## src/sv/rrq_pkg.sv

```systemverilog
// ----------------------------------------------------------------------------
// rrq_pkg: shared types and constants of the round-robin run queue
// Field widths, operation codes and the structs that pass between modules.
// ----------------------------------------------------------------------------
package rrq_pkg;

  // Process ids up to MAX_PROC-1 are served; ids at or above it are rejected.
  localparam int MAX_PROC = 64;

  localparam int PID_W   = 6;
  localparam int DEPTH   = 1 << PID_W;
  localparam int SLICE_W = 8;
  localparam int CNT_W   = 7;

  localparam logic [SLICE_W-1:0] MAX_SLICE_RST = SLICE_W'(5);

  typedef logic [PID_W-1:0]   pid_t;
  typedef logic [SLICE_W-1:0] slice_t;
  typedef logic [CNT_W-1:0]   cnt_t;

  typedef enum logic [1:0] {
    FN_ENQ   = 2'd0,
    FN_DEQ   = 2'd1,
    FN_TICK  = 2'd2,
    FN_QUERY = 2'd3
  } func_t;

  // Per-process entry of the process memory
  typedef struct packed {
    logic   queued;
    slice_t slice;
  } proc_ent_t;

  typedef struct packed {
    func_t func;
    pid_t  pid;
  } op_t;

  typedef struct packed {
    logic en;
    pid_t addr;
    pid_t data;
  } link_wr_t;

  typedef struct packed {
    logic      en;
    pid_t      addr;
    proc_ent_t data;
  } proc_wr_t;

  typedef struct packed {
    logic   resched_req;
    logic   op_error;
    pid_t   head_pid;
    logic   queue_empty;
    cnt_t   queued_count;
    slice_t slice_left;
  } result_t;

endpackage

```

## src/sv/rrq_in_if.sv

```systemverilog
// ----------------------------------------------------------------------------
// rrq_in_if: operation channel of the run queue
// Valid/ready handshake carrying one operation and its process id.
// ----------------------------------------------------------------------------
interface rrq_in_if;
  logic           valid;
  logic           ready;
  rrq_pkg::func_t func;
  rrq_pkg::pid_t  pid;

  modport source (output valid, output func, output pid, input ready);
  modport sink   (input valid, input func, input pid, output ready);
endinterface

```

## src/sv/rrq_out_if.sv

```systemverilog
// ----------------------------------------------------------------------------
// rrq_out_if: result channel of the run queue
// Valid/ready handshake carrying one result per operation.
// ----------------------------------------------------------------------------
interface rrq_out_if;
  logic            valid;
  logic            ready;
  logic            resched_req;
  logic            op_error;
  rrq_pkg::pid_t   head_pid;
  logic            queue_empty;
  rrq_pkg::cnt_t   queued_count;
  rrq_pkg::slice_t slice_left;

  modport source (output valid, output resched_req, output op_error, output head_pid,
                  output queue_empty, output queued_count, output slice_left,
                  input ready);
  modport sink   (input valid, input resched_req, input op_error, input head_pid,
                  input queue_empty, input queued_count, input slice_left,
                  output ready);
endinterface

```

## src/sv/rrq_ram.sv

```systemverilog
// ----------------------------------------------------------------------------
// rrq_ram: generic single-write, single-read synchronous RAM
// One write port, one read port with registered read data.
// ----------------------------------------------------------------------------
module rrq_ram #(
  parameter int WIDTH = 8,
  parameter int DEPTH = 64
) (
  input  logic                     clk,
  input  logic                     we,
  input  logic [$clog2(DEPTH)-1:0] waddr,
  input  logic [WIDTH-1:0]         wdata,
  input  logic                     re,
  input  logic [$clog2(DEPTH)-1:0] raddr,
  output logic [WIDTH-1:0]         rdata
);

  logic [WIDTH-1:0] mem [DEPTH];
  logic [WIDTH-1:0] rdata_r;

  always_ff @(posedge clk) begin
    if (we) begin
      mem[waddr] <= wdata;
    end
    if (re) begin
      rdata_r <= mem[raddr];
    end
  end

  assign rdata = rdata_r;

endmodule

```

## src/sv/rrq_upd.sv

```systemverilog
// ----------------------------------------------------------------------------
// rrq_upd: list and slice update of the run queue
// Holds head, tail, count and the process-entry valid bits; turns the read
// data of one operation into memory write-backs and the result.
// ----------------------------------------------------------------------------
module rrq_upd (
  input  logic                clk,
  input  logic                rst_n,
  input  rrq_pkg::op_t        op,
  input  logic                commit,
  input  rrq_pkg::slice_t     max_slice,
  input  rrq_pkg::proc_ent_t  proc_rd,
  input  rrq_pkg::pid_t       next_rd,
  input  rrq_pkg::pid_t       prev_rd,
  output rrq_pkg::proc_wr_t   proc_wr,
  output rrq_pkg::link_wr_t   next_wr,
  output rrq_pkg::link_wr_t   prev_wr,
  output rrq_pkg::result_t    res
);

  rrq_pkg::pid_t             head_r, head_nxt;
  rrq_pkg::pid_t             tail_r, tail_nxt;
  rrq_pkg::cnt_t             count_r, count_nxt;
  logic [rrq_pkg::DEPTH-1:0] valid_r;

  rrq_pkg::proc_ent_t cur;
  rrq_pkg::proc_ent_t ent_new;
  logic               pid_ok;
  logic               proc_we, next_we, prev_we;
  logic               err, resched;

  always_comb begin
    // an entry never written reads as not queued with zero slice
    cur      = valid_r[op.pid] ? proc_rd : '0;
    pid_ok   = (32'(op.pid) < rrq_pkg::MAX_PROC);
    ent_new  = cur;
    head_nxt = head_r;
    tail_nxt = tail_r;
    count_nxt = count_r;
    proc_we  = 1'b0;
    next_we  = 1'b0;
    prev_we  = 1'b0;
    next_wr.addr = tail_r;
    next_wr.data = op.pid;
    prev_wr.addr = op.pid;
    prev_wr.data = tail_r;
    err      = 1'b0;
    resched  = 1'b0;

    if (!pid_ok) begin
      err = (op.func == rrq_pkg::FN_ENQ) || (op.func == rrq_pkg::FN_DEQ);
    end else begin
      unique case (op.func)
        rrq_pkg::FN_ENQ: begin
          if (cur.queued) begin
            err = 1'b1;
          end else begin
            if (count_r == '0) begin
              head_nxt = op.pid;
            end else begin
              // link behind the current tail
              next_we = 1'b1;
              prev_we = 1'b1;
            end
            tail_nxt       = op.pid;
            count_nxt      = count_r + rrq_pkg::CNT_W'(1);
            ent_new.queued = 1'b1;
            if ((cur.slice == '0) || (cur.slice > max_slice)) begin
              ent_new.slice = max_slice;
            end
            proc_we = 1'b1;
          end
        end
        rrq_pkg::FN_DEQ: begin
          if (!cur.queued) begin
            err = 1'b1;
          end else begin
            priority if (count_r <= rrq_pkg::CNT_W'(1)) begin
              head_nxt = '0;
              tail_nxt = '0;
            end else if (op.pid == head_r) begin
              head_nxt = next_rd;
            end else if (op.pid == tail_r) begin
              tail_nxt = prev_rd;
            end else begin
              // splice neighbors around the removed entry
              next_we      = 1'b1;
              next_wr.addr = prev_rd;
              next_wr.data = next_rd;
              prev_we      = 1'b1;
              prev_wr.addr = next_rd;
              prev_wr.data = prev_rd;
            end
            count_nxt      = count_r - rrq_pkg::CNT_W'(1);
            ent_new.queued = 1'b0;
            proc_we        = 1'b1;
          end
        end
        rrq_pkg::FN_TICK: begin
          if (cur.slice != '0) begin
            ent_new.slice = cur.slice - rrq_pkg::SLICE_W'(1);
          end
          resched = (ent_new.slice == '0);
          proc_we = 1'b1;
        end
        rrq_pkg::FN_QUERY: begin
        end
      endcase
    end

    proc_wr.en   = proc_we & commit;
    proc_wr.addr = op.pid;
    proc_wr.data = ent_new;
    next_wr.en   = next_we & commit;
    prev_wr.en   = prev_we & commit;

    res.resched_req  = resched;
    res.op_error     = err;
    res.head_pid     = (count_nxt == '0) ? '0 : head_nxt;
    res.queue_empty  = (count_nxt == '0);
    res.queued_count = count_nxt;
    res.slice_left   = pid_ok ? ent_new.slice : '0;
  end

  always_ff @(posedge clk) begin
    if (!rst_n) begin
      head_r  <= '0;
      tail_r  <= '0;
      count_r <= '0;
      valid_r <= '0;
    end else if (commit) begin
      head_r  <= head_nxt;
      tail_r  <= tail_nxt;
      count_r <= count_nxt;
      if (proc_we) begin
        valid_r[op.pid] <= 1'b1;
      end
    end
  end

endmodule

```

## src/sv/round_robin_run_queue_unit.sv

```systemverilog
// ----------------------------------------------------------------------------
// round_robin_run_queue_unit: round-robin run queue of process ids
// Operations arrive on in_ch (func, pid): enqueue at tail, dequeue from any
// position, tick the time slice, or query. Each operation returns exactly one
// result on out_ch with the pick-next head, empty flag, count, the slice of
// pid and the resched/error flags. cfg_we/cfg_wdata write max_slice (reset 5).
// An accepted operation reads the link and process memories at its pid on
// the accepting edge; the update stage then writes back and loads the result
// once the output register is free. No new operation is taken while one
// still sits in the update stage.
// Reset (synchronous, rst_n low) empties the queue and clears the per-process
// valid bits at once; there is no clearing pass over the memories.
// When out_ch stalls, the result holds in the output register and one more
// operation is accepted; it waits in the update stage until the output frees.
// ----------------------------------------------------------------------------
module round_robin_run_queue_unit (
  input  logic              clk,
  input  logic              rst_n,
  rrq_in_if.sink            in_ch,
  rrq_out_if.source         out_ch,
  input  logic              cfg_we,
  input  rrq_pkg::slice_t   cfg_wdata
);

  // Handshake and operation registers
  logic               busy_r;        // an operation sits in the update stage
  rrq_pkg::op_t       op_r;
  logic               out_valid_r;
  rrq_pkg::result_t   out_r;
  rrq_pkg::slice_t    max_slice_r;

  logic               accept;
  logic               commit;

  // Memory traffic
  rrq_pkg::proc_ent_t proc_rd;
  rrq_pkg::pid_t      next_rd;
  rrq_pkg::pid_t      prev_rd;
  rrq_pkg::proc_wr_t  proc_wr;
  rrq_pkg::link_wr_t  next_wr;
  rrq_pkg::link_wr_t  prev_wr;
  rrq_pkg::result_t   res;

  // Take a new operation whenever the update stage is free; memory reads
  // launch on the same edge at the incoming pid.
  assign in_ch.ready = !busy_r;
  assign accept      = in_ch.valid & in_ch.ready;

  // Write back and load the result once the output register can take it.
  assign commit = busy_r & (!out_valid_r | out_ch.ready);

  always_ff @(posedge clk) begin
    if (!rst_n) begin
      busy_r      <= 1'b0;
      out_valid_r <= 1'b0;
      max_slice_r <= rrq_pkg::MAX_SLICE_RST;
    end else begin
      if (cfg_we) begin
        max_slice_r <= cfg_wdata;
      end
      if (accept) begin
        busy_r <= 1'b1;
      end else if (commit) begin
        busy_r <= 1'b0;
      end
      if (commit) begin
        out_valid_r <= 1'b1;
      end else if (out_ch.ready) begin
        out_valid_r <= 1'b0;
      end
    end
  end

  // Payload registers: no reset needed
  always_ff @(posedge clk) begin
    if (accept) begin
      op_r.func <= in_ch.func;
      op_r.pid  <= in_ch.pid;
    end
    if (commit) begin
      out_r <= res;
    end
  end

  // Per-process queued flag and slice
  rrq_ram #(
    .WIDTH ($bits(rrq_pkg::proc_ent_t)),
    .DEPTH (rrq_pkg::DEPTH)
  ) u_proc_ram (
    .clk   (clk),
    .we    (proc_wr.en),
    .waddr (proc_wr.addr),
    .wdata (proc_wr.data),
    .re    (accept),
    .raddr (in_ch.pid),
    .rdata (proc_rd)
  );

  // Forward links of the list
  rrq_ram #(
    .WIDTH (rrq_pkg::PID_W),
    .DEPTH (rrq_pkg::DEPTH)
  ) u_next_ram (
    .clk   (clk),
    .we    (next_wr.en),
    .waddr (next_wr.addr),
    .wdata (next_wr.data),
    .re    (accept),
    .raddr (in_ch.pid),
    .rdata (next_rd)
  );

  // Backward links of the list
  rrq_ram #(
    .WIDTH (rrq_pkg::PID_W),
    .DEPTH (rrq_pkg::DEPTH)
  ) u_prev_ram (
    .clk   (clk),
    .we    (prev_wr.en),
    .waddr (prev_wr.addr),
    .wdata (prev_wr.data),
    .re    (accept),
    .raddr (in_ch.pid),
    .rdata (prev_rd)
  );

  rrq_upd u_upd (
    .clk       (clk),
    .rst_n     (rst_n),
    .op        (op_r),
    .commit    (commit),
    .max_slice (max_slice_r),
    .proc_rd   (proc_rd),
    .next_rd   (next_rd),
    .prev_rd   (prev_rd),
    .proc_wr   (proc_wr),
    .next_wr   (next_wr),
    .prev_wr   (prev_wr),
    .res       (res)
  );

  // Drive the result channel
  assign out_ch.valid        = out_valid_r;
  assign out_ch.resched_req  = out_r.resched_req;
  assign out_ch.op_error     = out_r.op_error;
  assign out_ch.head_pid     = out_r.head_pid;
  assign out_ch.queue_empty  = out_r.queue_empty;
  assign out_ch.queued_count = out_r.queued_count;
  assign out_ch.slice_left   = out_r.slice_left;

`ifndef ASSERT_OFF
  // A rejected operation must leave the lists untouched.
  a_err_no_write: assert property (@(posedge clk) disable iff (!rst_n)
    (commit && res.op_error) |-> (!next_wr.en && !prev_wr.en && !proc_wr.en))
    else $error("rejected transaction wrote queue state");

  // Empty flag and count of a delivered result agree, and the count is bounded.
  a_count_consistent: assert property (@(posedge clk) disable iff (!rst_n)
    out_valid_r |-> ((out_r.queue_empty == (out_r.queued_count == '0)) &&
                     (32'(out_r.queued_count) <= rrq_pkg::DEPTH)))
    else $error("queue count and empty flag disagree");

  // A committed operation frees the update stage on the next cycle.
  a_commit_frees: assert property (@(posedge clk) disable iff (!rst_n)
    commit |=> in_ch.ready)
    else $error("update stage still busy after commit");
`endif

endmodule

```

## src/flat_wrapper.sv

```systemverilog
// flat-port wrapper written by rule: the top's interface ports become plain ports
module round_robin_run_queue_unit_flat 
  (clk, rst_n, cfg_we, cfg_wdata, in_ch_valid, in_ch_func, in_ch_pid, in_ch_ready, out_ch_valid, out_ch_resched_req, out_ch_op_error, out_ch_head_pid, out_ch_queue_empty, out_ch_queued_count, out_ch_slice_left, out_ch_ready);
  rrq_in_if in_ch_i ();
  rrq_out_if out_ch_i ();
  input  logic clk;
  input  logic rst_n;
  input  logic cfg_we;
  input  rrq_pkg::slice_t cfg_wdata;
  input wire logic [$bits(in_ch_i.valid)-1:0] in_ch_valid;
  input wire logic [$bits(in_ch_i.func)-1:0] in_ch_func;
  input wire logic [$bits(in_ch_i.pid)-1:0] in_ch_pid;
  output wire logic [$bits(in_ch_i.ready)-1:0] in_ch_ready;
  output wire logic [$bits(out_ch_i.valid)-1:0] out_ch_valid;
  output wire logic [$bits(out_ch_i.resched_req)-1:0] out_ch_resched_req;
  output wire logic [$bits(out_ch_i.op_error)-1:0] out_ch_op_error;
  output wire logic [$bits(out_ch_i.head_pid)-1:0] out_ch_head_pid;
  output wire logic [$bits(out_ch_i.queue_empty)-1:0] out_ch_queue_empty;
  output wire logic [$bits(out_ch_i.queued_count)-1:0] out_ch_queued_count;
  output wire logic [$bits(out_ch_i.slice_left)-1:0] out_ch_slice_left;
  input wire logic [$bits(out_ch_i.ready)-1:0] out_ch_ready;
  assign in_ch_i.valid = in_ch_valid;
  assign in_ch_i.func = in_ch_func;
  assign in_ch_i.pid = in_ch_pid;
  assign in_ch_ready = in_ch_i.ready;
  assign out_ch_valid = out_ch_i.valid;
  assign out_ch_resched_req = out_ch_i.resched_req;
  assign out_ch_op_error = out_ch_i.op_error;
  assign out_ch_head_pid = out_ch_i.head_pid;
  assign out_ch_queue_empty = out_ch_i.queue_empty;
  assign out_ch_queued_count = out_ch_i.queued_count;
  assign out_ch_slice_left = out_ch_i.slice_left;
  assign out_ch_i.ready = out_ch_ready;
  round_robin_run_queue_unit u_core (.clk(clk), .rst_n(rst_n), .in_ch(in_ch_i), .out_ch(out_ch_i), .cfg_we(cfg_we), .cfg_wdata(cfg_wdata));
endmodule
```

## config.mk

```make
export PLATFORM = sky130hd
export DESIGN_NAME = round_robin_run_queue_unit_flat
export DESIGN_NICKNAME = d
export VERILOG_FILES = /design/src/sv/rrq_pkg.sv /design/src/sv/rrq_in_if.sv /design/src/sv/rrq_out_if.sv /design/src/sv/rrq_ram.sv /design/src/sv/rrq_upd.sv /design/src/sv/round_robin_run_queue_unit.sv /design/src/flat_wrapper.sv
export SDC_FILE = /design/constraint.sdc
export NUM_CORES = 1
export LEC_CHECK = 0
export BUFFER_PORTS_ARGS = -buffer_cell sky130_fd_sc_hd__buf_2
export CORE_MARGIN = 2
export CORE_UTILIZATION = 39
export DETAILED_ROUTE_END_ITERATION = 10
export HOLD_SLACK_MARGIN = 0.05
export PLACE_DENSITY = 0.61
export SYNTH_ARGS = -nofsm -noshare
export SYNTH_HDL_FRONTEND = slang
export SYNTH_HIERARCHICAL = 1
export SYNTH_SLANG_ARGS = --single-unit
```

## constraint.sdc

```tcl
create_clock -name clk -period 8.9 [get_ports clk]
set_clock_uncertainty 0.2 [all_clocks]
set_input_delay 0.445 -clock clk [delete_from_list [all_inputs] [get_ports clk]]
set_output_delay 0.445 -clock clk [all_outputs]
set_load 0.05 [all_outputs]
```

==> run summary, run 1 <==
Synth async-reset ratio = 0
Peak Freq = 0.142 GHz
Post-DP Area = 62600 sq um
Initial antenna violation count = 1
Clock-pin slew on the worst setup and hold paths = 0.06 ns
Final Critical Period = 7.06 ns
Core Rows = 144
Largest net degree at the start of global routing = 134
Synth warn = 6
Slew @ Worst Pin = 1.34 ns
Worst-path fanout max = 65
Commonest cells post-synth = edfxtp_1, mux4_2, nor2_1, nand2_1, clkbuf_1
H-tree depth = 4
R2r worst-path depth = 17
Design area = 67600 sq um
P_leak = 21.4 nW
Multi-input logic area = 15300 sq um
Clk_lat worst skew = 0.78 ns
Die footprint = 158000 sq um
Pre-antenna DRT Iters = 5
# nets final = 3339
CP cell instances = inv_1 > a221oi_2 > nor2_1 > o311a_1 > or4_1 > nand2_1 > inv_1 > ha_1 > nor2b_1 > o21a_1 > o21a_1 > o21ai_0 > a21oi_1 > o21ai_0 > a21oi_1 > o21ai_1 > a32o_2
Flop pwr share = 0.526
Detailed Route WL = 139 mm
Vias post-DR = 31200
Port-buffer cells = 46
Reg-to-reg endpoint = u_core/u_proc_ram/mem[35][6]
Most used DFF post-synth = edfxtp_1
Hold path depth = 3
DR DRC count = 0
Ant. Diodes = 0
Total CTS buffers = 149
Flops & latches, synth = 1490
Final design utilization = 0.439
DR vias/cell = 5.69
Layout area overhead = 11.9%
CP endpoint = u_core/u_proc_ram/mem[35][6]
P per Cell Area = 220 nW/um^2
RePlAce Congestion = 0.828
Fillers = 13300
First-pass GRT wire length = 207 mm
RSZ-0062 raised after global routing = no
Fin. max-slew vios = 0
Critical Path Source Type = flip-flop
Crit path from = u_core/op_r[0]
Worst IR Drop VDD = 0.199 mV
CP max stage delay = 1.11 ns
Layout cells sized above 1 = 0.213
Final TNS setup = 0 ns
DIE WIDTH = 397 microns
Yosys cell types = 82
Power Internal = 11.6 mW
Rel. slew slack = 0.109
Starting Density = 0.392
Seq. cell area = 43800 sq um
Net switching power = 3.29 mW
Core area = 154000 sq um
Share of the synthesized area in the top cell type = 0.695
Status = finished clean
Leading area contributor after synthesis = edfxtp_1
Hold path startpoint = rst_n
Number of I/O pins = 47
Total Routing Usage GR = 0.175
Post-cts sizing count = 0
Max-cap viol count = 0
CTS tree = built
R2R Setup Slk = 1.84 ns
Antenna viol nets, final = 0
Number of instances in the placed design = 5177
WP data arrival = 7.23 ns
Synthesized area = 60400 sq um
Part of the Yosys area used for sequential elements = 0.726
Slowest CP cell = a32o_2
Clock Sink Count = 1490
Tcrit/Tclk final = 0.794
Crit. End Element = flip-flop
Most common cell in the netlist = edfxtp_1
Synth top area cells = edfxtp_1, mux4_2, dfxtp_1
Switching Share = 0.221
Initial drt markers = 3423
Hold_ws = 0.115 ns
Global route total overflow = 0
Synth Area per Inst = 18.7 sq um
Crit Reg-Reg Startpoint = u_core/op_r[0]
Detailed Place HPWL = 82.2 mm
Setup violations, final = 0
Worst path required time = 9.06 ns
DR WL/cell = 25.4 microns
Setup Crit Path Kind = reg2reg
Syn Nets = 3264
HP Class = in2reg
Post-synth EDFFs = 1397
Vias in the first global route = 30900
Chip height = 397 microns
Clk buf depth = 3
Clock power share = 0.409
Non-filler cells, final = 5473
Gate Count Post-Synth = 3231
Comb power frac = 0.064
Hold violation count in the final report = 0
Root Buffer = clkbuf_16
layout make-up:
| type | instances | share of cell area |
|---|---|---|
| Clock buffer | 198 | 0.0597 |
| Clock inverter | 76 | 0.0101 |
| Inverter | 25 | 0.00139 |
| Multi-Input combinational cell | 1493 | 0.226 |
| Sequential cell | 1490 | 0.648 |
| Tap cell | 2044 | 0.0379 |
| Timing Repair Buffer | 147 | 0.0166 |
worst min path at each step:
stage	end	slack [ns]
6_report	u_core/max_slice_r[0]	0.11
5_1_grt	u_core/max_slice_r[0]	0.13
4_1_cts	u_core/max_slice_r[0]	0.05
3_5_place_dp	u_core/u_upd/valid_r[38]	0.24
3_3_place_gp	u_core/u_upd/valid_r[38]	0.24
2_1_floorplan	u_core/u_upd/valid_r[55]	0.22
logic make-up after synthesis:
logic type,after synthesis,share of synthesized area
AOI/OAI and AO/OA,393,0.0493
DFF,1490,0.726
xor gates and xnor gates,26,0.00377
adders and majority gates,12,0.00249
muxes,454,0.147
and+or+nand+nor,608,0.0476
buffers and inverters,248,0.0238
power by group through the flow:
stage	Combinational [mW]	Clock [mW]	Sequential [mW]
2_1_floorplan	0.627	0	8.00
3_3_place_gp	0.938	0	7.97
3_5_place_dp	0.951	0	7.97
4_1_cts	0.961	6.21	7.82
5_1_grt	1.03	6.47	7.82
6_report	0.954	6.08	7.82
timing repair:
item | in CTS | in global routing
endpoints found under the hold margin | 29 | 0
hold buffers | 22 | 0
setup buffers | 0 | 0
flip-flops by register name, summed over array words and instances, names as in the netlist:
name	count
u_core/busy_r	1
u_core/max_slice_r	8
u_core/op_r	8
u_core/out_ch.head_pid	6
u_core/out_ch.op_error	1
u_core/out_ch.queue_empty	1
u_core/out_ch.queued_count	7
u_core/out_ch.resched_req	1
u_core/out_ch.slice_left	8
u_core/out_ch.valid	1
u_core/u_next_ram/mem	384
u_core/u_next_ram/rdata	6
u_core/u_prev_ram/mem	384
u_core/u_prev_ram/rdata	6
u_core/u_proc_ram/mem	576
u_core/u_proc_ram/rdata	9
u_core/u_upd/count_r	7
u_core/u_upd/head_r	6
u_core/u_upd/tail_r	6
u_core/u_upd/valid_r	64
placed cells by master, fill, tap and decap left out, types with 11 or more instances in the layout:
cell type / n
clkinv_2: 26
buf_4: 75
nor2b_1: 43
o31ai_1: 27
clkbuf_1: 39
a211oi_1: 16
nand2_1: 124
and2_1: 13
mux4_2: 317
dlygate4sd3_1: 22
o22ai_1: 42
inv_1: 24
nand2b_1: 18
o21ai_1: 20
clkinv_1: 21
xor2_1: 14
o21ai_0: 26
edfxtp_1: 1397
nor2_1: 249
a32o_1: 44
a221oi_1: 21
ha_1: 12
a22oi_1: 31
buf_2: 43
xnor2_1: 12
nor3_1: 27
a21oi_1: 44
mux2i_1: 83
o221ai_1: 23
nand3b_1: 11
mux2_2: 31
clkbuf_16: 151
nand3_1: 56
mux4_1: 20
o22a_1: 17
dfxtp_1: 93
per-layer routing:
layer,up-vias,share of wire,GRT usage
met4,0,0.022,0.0497
met5,-,0,0
met1,16400,0.45,0.257
met3,221,0.070,0.0320
li1,13400,-,-
met2,1174,0.46,0.267
worst max-delay path, delay by kind of cell (launching register included):
| kind | cells | cell delay, ns |
|---|---|---|
| DFF | 1 | 1.04 |
| AOI/OAI and AO/OA | 10 | 3.23 |
| and+or+nand+nor | 4 | 1.29 |
| buffers and inverters | 2 | 0.52 |
| adders and majority gates | 1 | 0.29 |
stage by stage:
stage	power, mW	setup WS, ns
3_3_place_gp	8.91	2.00
6_report	14.9	1.84
5_1_grt	15.3	1.31
4_1_cts	15.0	1.93
2_1_floorplan	8.62	1.29
3_5_place_dp	8.92	1.97
Power figures use the tool's default switching activity.
==> inputs of run 2 (changes only) <==
--- a/config.mk
+++ b/config.mk
@@ -10,7 +10,7 @@
 export CORE_UTILIZATION = 39
 export DETAILED_ROUTE_END_ITERATION = 10
 export HOLD_SLACK_MARGIN = 0.05
-export PLACE_DENSITY = 0.61
+export PLACE_DENSITY = 0.59
 export SYNTH_ARGS = -nofsm -noshare
 export SYNTH_HDL_FRONTEND = slang
 export SYNTH_HIERARCHICAL = 1
==> constraint.sdc (replaced) <==
create_clock -name clk -period 6.8 [get_ports clk]
set_clock_uncertainty 0.2 [all_clocks]
set_input_delay 0.34 -clock clk [delete_from_list [all_inputs] [get_ports clk]]
set_output_delay 0.34 -clock clk [all_outputs]
set_load 0.05 [all_outputs]
==> run 2 against run 1 <==
  * Worst hold slack got worse by 0.012 ns
  * Wire length rose by 0.94%
  * Critical path depth rose by 1
  * Die area unchanged
  * Via count up 0.78%
  * Largest cell class unchanged
==> run summary, run 2 (same netlist as run 1, synthesis figures left out) <==
Switching Share = 0.220 (was 0.221)
Commonest non-fill, non-tap cell in the layout = edfxtp_1 (unchanged)
Layout cells sized above 1 = 0.219 (was 0.213)
Fin. max-slew vios = 0 (unchanged)
Final Critical Period = 6.00 ns (was 7.06 ns)
DR WL/cell = 25.4 microns (about the same)
Largest net degree at the start of global routing = 93 (was 134)
Port-buffer cells = 46 (unchanged)
R2R Setup Slk = 0.80 ns (was 1.84 ns)
Final TNS setup = 0 ns (unchanged)
Worst IR Drop VDD = 0.265 mV (was 0.199 mV)
Total Routing Usage GR = 0.176 (was 0.175)
Antenna viol nets, final = 0 (unchanged)
Power Internal = 15.4 mW (was 11.6 mW)
CP cell instances = inv_1 > a221oi_1 > o221a_1 > nor3_2 > or4_1 > buf_4 > nand2_1 > inv_1 > ha_1 > and3_1 > nand4_1 > o21ai_0 > a21oi_1 > o21ai_0 > a21oi_1 > o21ai_1 > a221oi_4 > buf_4 (was inv_1 > a221oi_2 > nor2_1 > o311a_1 > or4_1 > nand2_1 > inv_1 > ha_1 > nor2b_1 > o21a_1 > o21a_1 > o21ai_0 > a21oi_1 > o21ai_0 > a21oi_1 > o21ai_1 > a32o_2)
Initial drt markers = 3299 (was 3423)
# nets final = 3383 (was 3339)
Crit path buf inv count = 4 (was 2)
Setup violations, final = 0 (unchanged)
Total CTS buffers = 151 (was 149)
Ant. Diodes = 0 (unchanged)
P_leak = 21.7 nW (was 21.4 nW)
Slew @ Worst Pin = 1.18 ns (was 1.34 ns)
Hold_ws = 0.102 ns (was 0.115 ns)
Reg with most FFs = u_core/u_proc_ram/mem (unchanged)
RSZ-0062 raised after global routing = no (unchanged)
WP data arrival = 6.26 ns (was 7.23 ns)
Post-cts sizing count = 0 (unchanged)
Critical Path Source Type = flip-flop (unchanged)
RePlAce Congestion = 0.839 (was 0.828)
Net switching power = 4.34 mW (was 3.29 mW)
Clock power share = 0.417 (was 0.409)
CTS tree = built (unchanged)
Worst path required time = 7.06 ns (was 9.06 ns)
Vias in the first global route = 31200 (was 30900)
Clk buf depth = 3 (unchanged)
Slowest CP cell = edfxtp_1 (was a32o_2)
HP Class = in2reg (unchanged)
Status = finished clean (unchanged)
Top delay family on crit path = compound AO/OA/AOI/OAI gates (unchanged)
Rel. slew slack = 0.213 (was 0.109)
CP max stage delay = 0.69 ns (was 1.11 ns)
H-tree depth = 4 (unchanged)
DR DRC count = 0 (unchanged)
Crit. End Element = flip-flop (unchanged)
Die footprint = 158000 sq um (unchanged)
Root Buffer = clkbuf_16 (unchanged)
Comb power frac = 0.065 (was 0.064)
Core Rows = 144 (unchanged)
Largest regs = u_core/u_proc_ram/mem (576), u_core/u_next_ram/mem (384), u_core/u_prev_ram/mem (384) (unchanged)
Most frequent cells in the layout = edfxtp_1, mux4_2, nor2_1, clkbuf_16, nand2_1 (unchanged)
Core area = 154000 sq um (unchanged)
Starting Density = 0.392 (unchanged)
Vias post-DR = 31400 (was 31200)
Pre-antenna DRT Iters = 5 (unchanged)
Tcrit/Tclk final = 0.882 (was 0.794)
Detailed Route WL = 140 mm (was 139 mm)
Worst-path fanout max = 65 (unchanged)
First-pass GRT wire length = 209 mm (was 207 mm)
Clk_lat worst skew = 0.79 ns (was 0.78 ns)
Max-cap viol count = 0 (unchanged)
P per Cell Area = 290 nW/um^2 (was 220 nW/um^2)
Setup Crit Path Kind = reg2reg (unchanged)
Detailed Place HPWL = 82.2 mm (about the same)
Peak Freq = 0.167 GHz (was 0.142 GHz)
Number of I/O pins = 47 (unchanged)
Clock-pin slew on the worst setup and hold paths = 0.06 ns (about the same)
Layout area overhead = 12.8% (was 11.9%)
Initial antenna violation count = 1 (unchanged)
DIE WIDTH = 397 microns (unchanged)
Chip height = 397 microns (unchanged)
Flop pwr share = 0.518 (was 0.526)
Hold violation count in the final report = 0 (unchanged)
Global route total overflow = 0 (unchanged)
Largest register FFs = 576 (unchanged)
Clock Sink Count = 1490 (unchanged)
DR vias/cell = 5.70 (was 5.69)
## run 2: final timing paths
path	end	start	depth (start not counted)
worst max-delay path	u_core/u_proc_ram/mem[17][3]	u_core/op_r[0]	18
worst min-delay path	u_core/op_r[7]	in_ch_func[1]	2
worst max register to register	u_core/u_proc_ram/mem[17][3]	u_core/op_r[0]	18
worst min register to register	u_core/u_upd/valid_r[38]	u_core/u_upd/valid_r[38]	2
## run 2: worst register-to-register path: stages (launching register included)
cell	delay, ns
edfxtp_1	0.69
inv_1	0.35
a221oi_1	0.34
o221a_1	0.26
nor3_2	0.08
or4_1	0.68
buf_4	0.25
nand2_1	0.17
inv_1	0.06
ha_1	0.29
and3_1	0.17
nand4_1	0.08
o21ai_0	0.08
a21oi_1	0.21
o21ai_0	0.14
a21oi_1	0.45
o21ai_1	0.23
a221oi_4	0.31
buf_4	0.58
## run 2: power by group through the flow
| stage | sequential (mW) | combinational, mW | clock (mW) |
|---|---|---|---|
| 2_1_floorplan | 10.5 | 0.823 | 0 |
| 4_1_cts | 10.2 | 1.29 | 8.41 |
| 3_3_place_gp | 10.4 | 1.26 | 0 |
| 3_5_place_dp | 10.4 | 1.27 | 0 |
| 5_1_grt | 10.2 | 1.38 | 8.76 |
| 6_report | 10.2 | 1.28 | 8.22 |
## run 2: routing by layer
metal | GRT usage | part of all wire | vias to the layer above
met1 | 0.261 | 0.45 | 16600
met2 | 0.267 | 0.46 | 1080
met5 | 0 | 0 | -
li1 | - | - | 13500
met3 | 0.0306 | 0.064 | 201
met4 | 0.0524 | 0.022 | 0
## run 2: layout make-up
type	count	area (sq um)
multi-input cells	1493	15300
repair buffers	189	1500
clock inverters	87	856
well taps	2044	2560
clock buffers	184	4020
fillers	13200	85800
inverters	25	93.8
flip-flops and latches	1490	43800
## run 2: repair_timing
| action | CTS | global route |
|---|---|---|
| hold endpoints to repair | 58 | 0 |
| hold buffers | 32 | 0 |
| buffers inserted | 0 | 1 |
| endpoints found under the setup margin | 0 | 31 |
## run 2: per-stage QoR
stage	total power [mW]	util	instances	setup slack [ns]	area (sq um)
after floorplan	11.3	-	3231	0.115	60400
after global placement	11.7	0.409	5208	0.664	62900
after detailed placement	11.7	0.409	5208	0.625	62900
after CTS	19.9	0.442	5511	0.567	68100
after global routing	20.4	0.443	5512	0.317	68100
final	19.7	0.443	5512	0.803	68100
